### config.mk
export PLATFORM = sky130hd
export DESIGN_NAME = alarm_timetable_top
export DESIGN_NICKNAME = d
export VERILOG_FILES = /design/src/rtl/core/att_pkg.sv /design/src/rtl/core/alarm_timetable_top.sv /design/src/rtl/core/att_ram.sv /design/src/rtl/core/att_scan.sv
export SDC_FILE = /design/constraint.sdc
export NUM_CORES = 2
export LEC_CHECK = 0
export ABC_AREA = 1
export ABC_CLOCK_PERIOD_IN_PS = 9230
export BUFFER_PORTS_ARGS = -buffer_cell sky130_fd_sc_hd__clkbuf_2
export CORE_ASPECT_RATIO = 1.1
export CORE_MARGIN = 2
export CORE_UTILIZATION = 40
export CTS_CLUSTER_DIAMETER = 40
export CTS_CLUSTER_SIZE = 16
export DETAILED_ROUTE_END_ITERATION = 8
export PLACE_DENSITY = 0.54
export SLEW_MARGIN = 15
export SYNTH_ARGS = -nofsm -noshare
export SYNTH_HDL_FRONTEND = slang
export SYNTH_SLANG_ARGS = --single-unit
### constraint.sdc
create_clock -name clk -period 9.23 [get_ports clk]
set_input_delay 0 -clock clk [delete_from_list [all_inputs] [get_ports clk]]
set_output_delay 0 -clock clk [all_outputs]
set_load 0.03 [all_outputs]
### src/rtl/core/att_pkg.sv
// ----------------------------------------------------------------------------
// att_pkg
// shared types, codes and parameter defaults for the alarm timetable
// ----------------------------------------------------------------------------
`default_nettype none

package att_pkg;

  localparam int SLOTS_DEF     = 32;
  localparam int ID_BITS_DEF   = 16;
  localparam int TIME_BITS_DEF = 32;

  localparam logic [1:0] KIND_PROGRAM = 2'd0;
  localparam logic [1:0] KIND_CANCEL  = 2'd1;
  localparam logic [1:0] KIND_QUERY   = 2'd2;
  localparam logic [1:0] KIND_REFRESH = 2'd3;

  localparam logic [1:0] STATUS_NOT_FOUND = 2'd0;
  localparam logic [1:0] STATUS_FOUND     = 2'd1;
  localparam logic [1:0] STATUS_FULL      = 2'd2;

  typedef struct packed {
    logic [1:0]  kind;
    logic [15:0] alarm_id;
    logic [31:0] time_value;
  } req_item_t;

  typedef struct packed {
    logic [1:0]  status;
    logic [31:0] old_time;
    logic        fired;
    logic [15:0] fired_id;
    logic [31:0] lateness;
    logic [5:0]  fired_count;
    logic        last;
  } rsp_item_t;

  typedef struct packed {
    logic match_hit;
    logic free_hit;
    logic best_hit;
  } scan_flags_t;

endpackage

`default_nettype wire

### src/rtl/core/alarm_timetable_top.sv
// ----------------------------------------------------------------------------
// alarm_timetable_top
// table of pending alarms with program, cancel, query and refresh items
// ----------------------------------------------------------------------------
// Program, cancel and query each make one pass over the table, reading one slot
// per cycle from the id/time ram through a single compare unit. A refresh makes
// one pass per fired alarm plus one final pass, and each decision also waits for
// the previous result to leave the output register.
// No item is taken while a pass is running.
`default_nettype none

module alarm_timetable_top #(
  parameter int SLOTS     = att_pkg::SLOTS_DEF,
  parameter int ID_BITS   = att_pkg::ID_BITS_DEF,
  parameter int TIME_BITS = att_pkg::TIME_BITS_DEF
) (
  input  wire logic                clk,
  input  wire logic                rst,
  input  wire logic                req_valid,
  output logic                     req_stall,
  input  wire att_pkg::req_item_t  req,
  output logic                     rsp_valid,
  input  wire logic                rsp_stall,
  output att_pkg::rsp_item_t       rsp
);

  localparam int AW = $clog2(SLOTS);
  localparam int CW = $clog2(SLOTS + 1);

  typedef enum logic [2:0] {
    S_IDLE   = 3'b001,
    S_SCAN   = 3'b010,
    S_DECIDE = 3'b100
  } state_t;

  state_t                  state;
  logic [1:0]              kind;
  logic [ID_BITS-1:0]      key_id;
  logic [TIME_BITS-1:0]    bound;
  logic [AW-1:0]           scan_idx;
  logic                    issue_done;
  logic                    rd_vld;
  logic [AW-1:0]           rd_idx;
  logic [CW-1:0]           fire_cnt;
  logic [SLOTS-1:0]        slot_valid;

  logic                    accept;
  logic                    issue;
  logic                    out_free;
  logic                    decide;
  logic                    pass_end;
  logic                    restart;
  logic                    scan_clear;

  logic                    ram_we;
  logic [AW-1:0]           ram_waddr;
  logic [ID_BITS+TIME_BITS-1:0] ram_rdata;

  att_pkg::scan_flags_t    flags;
  logic [AW-1:0]           match_idx;
  logic [TIME_BITS-1:0]    match_time;
  logic [AW-1:0]           free_idx;
  logic [AW-1:0]           best_idx;
  logic [ID_BITS-1:0]      best_id;
  logic [TIME_BITS-1:0]    best_time;
  logic [TIME_BITS-1:0]    late;

  logic                    set_vld;
  logic                    clr_vld;
  logic [AW-1:0]           vld_idx;
  logic                    last_rsp;
  att_pkg::rsp_item_t      rsp_next;

  assign req_stall  = (state != S_IDLE);
  assign accept     = req_valid && !req_stall;
  assign issue      = (state == S_SCAN) && !issue_done;
  assign out_free   = !rsp_valid || !rsp_stall;
  assign decide     = (state == S_DECIDE) && out_free;
  assign pass_end   = rd_vld && (rd_idx == AW'(SLOTS - 1));
  assign restart    = decide && !last_rsp;
  assign scan_clear = accept || restart;
  assign late       = bound - best_time;

  att_ram #(
    .WIDTH (ID_BITS + TIME_BITS),
    .DEPTH (SLOTS)
  ) u_ram (
    .clk   (clk),
    .we    (ram_we),
    .waddr (ram_waddr),
    .wdata ({key_id, bound}),
    .re    (issue),
    .raddr (scan_idx),
    .rdata (ram_rdata)
  );

  att_scan #(
    .SLOTS     (SLOTS),
    .ID_BITS   (ID_BITS),
    .TIME_BITS (TIME_BITS)
  ) u_scan (
    .clk        (clk),
    .rst        (rst),
    .clear      (scan_clear),
    .en         (rd_vld),
    .limited    (kind == att_pkg::KIND_REFRESH),
    .idx        (rd_idx),
    .slot_vld   (slot_valid[rd_idx]),
    .rd_id      (ram_rdata[ID_BITS+TIME_BITS-1:TIME_BITS]),
    .rd_time    (ram_rdata[TIME_BITS-1:0]),
    .key_id     (key_id),
    .bound      (bound),
    .flags      (flags),
    .match_idx  (match_idx),
    .match_time (match_time),
    .free_idx   (free_idx),
    .best_idx   (best_idx),
    .best_id    (best_id),
    .best_time  (best_time)
  );

  always_comb begin
    rsp_next  = '0;
    set_vld   = 1'b0;
    clr_vld   = 1'b0;
    vld_idx   = match_idx;
    ram_we    = 1'b0;
    ram_waddr = match_idx;
    last_rsp  = 1'b1;
    rsp_next.last = 1'b1;
    unique case (kind)
      att_pkg::KIND_PROGRAM: begin
        if (flags.match_hit) begin
          ram_we            = decide;
          rsp_next.status   = att_pkg::STATUS_FOUND;
          rsp_next.old_time = 32'(match_time);
        end else if (flags.free_hit) begin
          ram_we          = decide;
          ram_waddr       = free_idx;
          set_vld         = decide;
          vld_idx         = free_idx;
          rsp_next.status = att_pkg::STATUS_NOT_FOUND;
        end else begin
          rsp_next.status = att_pkg::STATUS_FULL;
        end
      end
      att_pkg::KIND_CANCEL: begin
        if (flags.match_hit) begin
          clr_vld           = decide;
          rsp_next.status   = att_pkg::STATUS_FOUND;
          rsp_next.old_time = 32'(match_time);
        end
      end
      att_pkg::KIND_QUERY: begin
        if (flags.best_hit) begin
          rsp_next.status   = att_pkg::STATUS_FOUND;
          rsp_next.old_time = 32'(best_time);
        end
      end
      att_pkg::KIND_REFRESH: begin
        if (flags.best_hit) begin
          clr_vld           = decide;
          vld_idx           = best_idx;
          last_rsp          = 1'b0;
          rsp_next.status   = att_pkg::STATUS_FOUND;
          rsp_next.fired    = 1'b1;
          rsp_next.fired_id = 16'(best_id);
          rsp_next.lateness = 32'(late);
          rsp_next.last     = 1'b0;
        end else begin
          rsp_next.fired_count = 6'(fire_cnt);
        end
      end
    endcase
  end

  always_ff @(posedge clk) begin
    if (rst) begin
      state      <= S_IDLE;
      kind       <= att_pkg::KIND_PROGRAM;
      issue_done <= 1'b0;
      rd_vld     <= 1'b0;
      slot_valid <= '0;
      rsp_valid  <= 1'b0;
      fire_cnt   <= '0;
    end else begin
      rd_vld <= issue;
      rd_idx <= scan_idx;
      if (issue) begin
        if (scan_idx == AW'(SLOTS - 1)) begin
          issue_done <= 1'b1;
        end else begin
          scan_idx <= scan_idx + AW'(1);
        end
      end
      if (scan_clear) begin
        scan_idx   <= '0;
        issue_done <= 1'b0;
      end
      if (set_vld) begin
        slot_valid[vld_idx] <= 1'b1;
      end
      if (clr_vld) begin
        slot_valid[vld_idx] <= 1'b0;
      end
      if (decide) begin
        rsp_valid <= 1'b1;
        rsp       <= rsp_next;
      end else if (!rsp_stall) begin
        rsp_valid <= 1'b0;
      end
      unique case (state)
        S_IDLE: begin
          if (accept) begin
            state    <= S_SCAN;
            kind     <= req.kind;
            key_id   <= ID_BITS'(req.alarm_id);
            bound    <= TIME_BITS'(req.time_value);
            fire_cnt <= '0;
          end
        end
        S_SCAN: begin
          if (pass_end) begin
            state <= S_DECIDE;
          end
        end
        S_DECIDE: begin
          if (decide) begin
            if (last_rsp) begin
              state <= S_IDLE;
            end else begin
              state    <= S_SCAN;
              fire_cnt <= fire_cnt + CW'(1);
            end
          end
        end
        default: begin
          state <= S_IDLE;
        end
      endcase
    end
  end

endmodule

`default_nettype wire

### src/rtl/core/att_ram.sv
// ----------------------------------------------------------------------------
// att_ram
// generic single write port ram with registered read
// ----------------------------------------------------------------------------
`default_nettype none

module att_ram #(
  parameter int WIDTH = 8,
  parameter int DEPTH = 2
) (
  input  wire logic                     clk,
  input  wire logic                     we,
  input  wire logic [$clog2(DEPTH)-1:0] waddr,
  input  wire logic [WIDTH-1:0]         wdata,
  input  wire logic                     re,
  input  wire logic [$clog2(DEPTH)-1:0] raddr,
  output logic      [WIDTH-1:0]         rdata
);

  logic [WIDTH-1:0] mem [DEPTH];

  always_ff @(posedge clk) begin
    if (we) begin
      mem[waddr] <= wdata;
    end
    if (re) begin
      rdata <= mem[raddr];
    end
  end

endmodule

`default_nettype wire

### src/rtl/core/att_scan.sv
// ----------------------------------------------------------------------------
// att_scan
// compare unit and accumulators, fed one slot per cycle during a table pass
// ----------------------------------------------------------------------------
`default_nettype none

module att_scan #(
  parameter int SLOTS     = att_pkg::SLOTS_DEF,
  parameter int ID_BITS   = att_pkg::ID_BITS_DEF,
  parameter int TIME_BITS = att_pkg::TIME_BITS_DEF
) (
  input  wire logic                       clk,
  input  wire logic                       rst,
  input  wire logic                       clear,
  input  wire logic                       en,
  input  wire logic                       limited,
  input  wire logic [$clog2(SLOTS)-1:0]   idx,
  input  wire logic                       slot_vld,
  input  wire logic [ID_BITS-1:0]         rd_id,
  input  wire logic [TIME_BITS-1:0]       rd_time,
  input  wire logic [ID_BITS-1:0]         key_id,
  input  wire logic [TIME_BITS-1:0]       bound,
  output att_pkg::scan_flags_t            flags,
  output logic      [$clog2(SLOTS)-1:0]   match_idx,
  output logic      [TIME_BITS-1:0]       match_time,
  output logic      [$clog2(SLOTS)-1:0]   free_idx,
  output logic      [$clog2(SLOTS)-1:0]   best_idx,
  output logic      [ID_BITS-1:0]         best_id,
  output logic      [TIME_BITS-1:0]       best_time
);

  logic eligible;
  logic take_best;
  logic take_match;
  logic take_free;

  assign eligible   = slot_vld && (!limited || (rd_time <= bound));
  assign take_best  = en && eligible && (!flags.best_hit || (rd_time < best_time));
  assign take_match = en && slot_vld && (rd_id == key_id) && !flags.match_hit;
  assign take_free  = en && !slot_vld && !flags.free_hit;

  always_ff @(posedge clk) begin
    if (rst) begin
      flags <= '0;
    end else if (clear) begin
      flags <= '0;
    end else begin
      if (take_best) begin
        flags.best_hit <= 1'b1;
        best_idx       <= idx;
        best_id        <= rd_id;
        best_time      <= rd_time;
      end
      if (take_match) begin
        flags.match_hit <= 1'b1;
        match_idx       <= idx;
        match_time      <= rd_time;
      end
      if (take_free) begin
        flags.free_hit <= 1'b1;
        free_idx       <= idx;
      end
    end
  end

endmodule

`default_nettype wire

==> impl_metrics.tcl <==
set metrics [dict create \
    cp_cell_sequence "inv_1, ha_1, o21ai_0, nand3_1, nor2_4, buf_4" \
    die_h_um 463 \
    ff_latch_area_um2 55800 \
    cts_tree "done" \
    drc 0 \
    layout-drive-gt1-share_pct 12.1 \
    ant_nets 0 \
    cp_num_buf_inv 2 \
    timing.setup.tns_ns 0 \
    multi_input_comb_area_um2 18200 \
    grt.met3_usage_pct 3.80 \
    die-area_um2 195000 \
    postSynthAreaPerCell_um2 12.8 \
    worstPathRequired_ns 9.75 \
    cpPeakStageDelay_ns 1.05 \
    fill_cells 16900 \
    timing.final.crit_period_ns 4.33 \
    hold_viol 0 \
    grt_usage_pct 23.1 \
    tightest_slew_ns 1.19 \
    setup_violations 0 \
    hp-class "in2reg" \
    cts_htree_levels 5 \
    worstSetupEndpointType "flip-flop" \
    fmax_ghz 0.231 \
    worst_path_max_delay_cell "nor2_4" \
    synthFlopType "edfxtp_1" \
    fp.coreArea_um2 190000 \
    final_cell_mix "edfxtp_1, nor2_1, o21ai_0" \
    rsz0062_at_grt "false" \
    synth_edf_count 1827 \
    critPathLaunchType "flip-flop" \
    period_share_pct 46.9 \
    maxCapViolCount 0 \
    numCtsBuffers 274 \
    initial_core_util_pct 40.2 \
    cts.sink_count 1876 \
    power_density_nw_per_um2 232 \
    avgRoutedWirePerCell_um 25.4 \
    cts_hold_buffers 104 \
    ys_seq_area_share_pct 72.9 \
    stdcell_area_um2 89800 \
    place_congestion 0.880 \
    clk_latency_ns 0.93 \
    yosysTopAreaCell "edfxtp_1" \
    cp_top_family "simple AND/OR/NAND/NOR gates" \
    overflow 0 \
    clockBufferDepth 4 \
    vias 50700 \
    nNetsFinal 6440 \
    place_area_um2 80100 \
    layout_commonest_cell "edfxtp_1" \
    yosys-top-cells-area "edfxtp_1, o21ai_0, nor2_1" \
    path_class "reg2reg" \
    cts.root.buffer_cell "clkbuf_16" \
    use_met2_pct 37.3 \
    syn2layout_area_growth_pct 17.3 \
    finClkSkew_ns 0.0671 \
    grt_most_used_layer "met2" \
    grt_use_met1_pct 31.9 \
    drtIter0Drc 5551 \
    clk_pin_slew_ns 0.06 \
    drtPass1Iterations 6 \
    die_w_um 421 \
    ir_drop_mv 0.179 \
    crit_arrival_ns 4.85 \
    r2r-start "kind[0]" \
    post-cts-setup-buffer-count 0 \
    antenna_found_initial 20 \
    synthDominantCellAreaShare_pct 71.7 \
    yosys_warnings 0 \
    dp_hpwl_um 121000 \
    leakagePower_nw 30.6 \
    postCtsResizedCells 0 \
    syn_nets 6158 \
    synth_area_um2 76600 \
    crit_fanout 25 \
    min_from "req[48]" \
    grt_pass1_wl_um 333000 \
    syn_inst 6002 \
    totalWireLength_um 230000 \
    port-buffer-count 145 \
    relSlewSlack_pct 21.0 \
    grt_pass1_vias 49200 \
    yosysUniqueCellTypes 49 \
    rows 168 \
    grt_max_degree 232 \
    ys_seq_elements 1876 \
    synth-async-reset-ratio_pct 0 \
    io_pins 146 \
    maxSlewViolCount 0 \
    outcome "complete, no violations" \
    routed_via_density 5.62 \
    startpoint "kind[0]" \
]
sequential cells by signal (all words and copies together), names as in the netlist, 6 cells and up:
signal / flops
u_scan.match_time: 32
u_ram.mem: 1536
slot_valid: 32
rsp: 90
bound: 32
fire_cnt: 6
u_scan.best_time: 32
u_ram.rdata: 48
u_scan.best_id: 16
key_id: 16
cell usage after synthesis, types with 2 or more instances:
library cell / instances
clkbuf_1: 180
o22ai_1: 126
inv_4: 2
xor2_1: 4
nand3_4: 2
edfxtp_1: 1827
inv_2: 13
xnor2_1: 7
nand4_1: 15
buf_4: 23
buf_6: 15
dfxtp_1: 49
o21ai_1: 118
a21oi_1: 121
buf_1: 19
nand2_4: 6
nand3_2: 10
ha_1: 101
and2_1: 2
clkbuf_2: 17
nor3_1: 13
nor3b_1: 3
nand2_2: 5
o21a_1: 23
o2111ai_1: 2
nor2_2: 13
o21ai_0: 794
nor2_4: 7
inv_1: 260
buf_2: 114
nand2_1: 512
nor2_1: 1020
nand3_1: 264
nor4_1: 4
o221ai_1: 294
o211ai_1: 2
o21bai_1: 3
stage by stage:
stage	util (%)	power, W	instances	hold slack [ns]	setup WS, ns
2_1_floorplan	-	0.0105	6002	0.0691	4.25
3_3_place_gp	42.0	0.0110	8454	0.177	5.06
3_5_place_dp	42.0	0.0110	8454	0.179	5.04
4_1_cts	47.2	0.0210	9024	0.00354	5.00
5_1_grt	47.2	0.0214	9025	0.0516	4.75
6_report	47.2	0.0208	9027	0.0509	4.90
metal layers:
metal  up-vias  routed length, µm
met2      2118             108000
met5         -                  0
li1      22700                  -
met3       413              17600
met1     25400              97300
met4         0               6680
logic make-up (layout without fill, tap and decap cells):
family,count (synthesis),count (layout),share of synthesized area (%)
DFF,1876,1876,72.9
xor gates and xnor gates,11,11,0.126
AOI/OAI and AO/OA,1487,1487,11.5
other,0,3,0
and+or+nand+nor,1881,1881,10.1
buffers and inverters,645,1117,3.64
adders and majority gates,102,102,1.68
report_power, final:
group	switching, W	internal [W]	total (W)	leakage [nW]
clock	0.00388	0.00609	0.00997	4.16
combinational	0.00105	0.000378	0.00143	9.48
sequential	0.0000392	0.00937	0.00941	17.0
worst paths after layout:
path                            end  slack [ns]  depth (start not counted)
setup / recovery  u_ram.mem[25][11]        4.90                          6
hold / removal              kind[0]        0.05                          4
setup reg to reg  u_ram.mem[25][11]        4.90                          6
hold reg to reg       slot_valid[2]        0.44                          2
layout make-up:
| cell class | instances | share of cell area (%) |
|---|---|---|
| antenna | 3 | 0.00836 |
| clock buffer | 309 | 7.95 |
| clock inverter | 157 | 1.72 |
| inverter | 277 | 1.21 |
| multi-input combinational | 3481 | 20.3 |
| sequential | 1876 | 62.2 |
| tap | 2550 | 3.55 |
| timing repair buffer | 374 | 3.11 |
worst reg2reg max path: cells and delay by family (launching register included):
kind            cells  cell delay [ns]
compound gates      1             0.60
fa+ha+maj           1             0.40
buf+inv             2             0.72
flops               1             0.36
simple gates        2             1.84
Note: power is estimated with default switching activity, not from simulation.
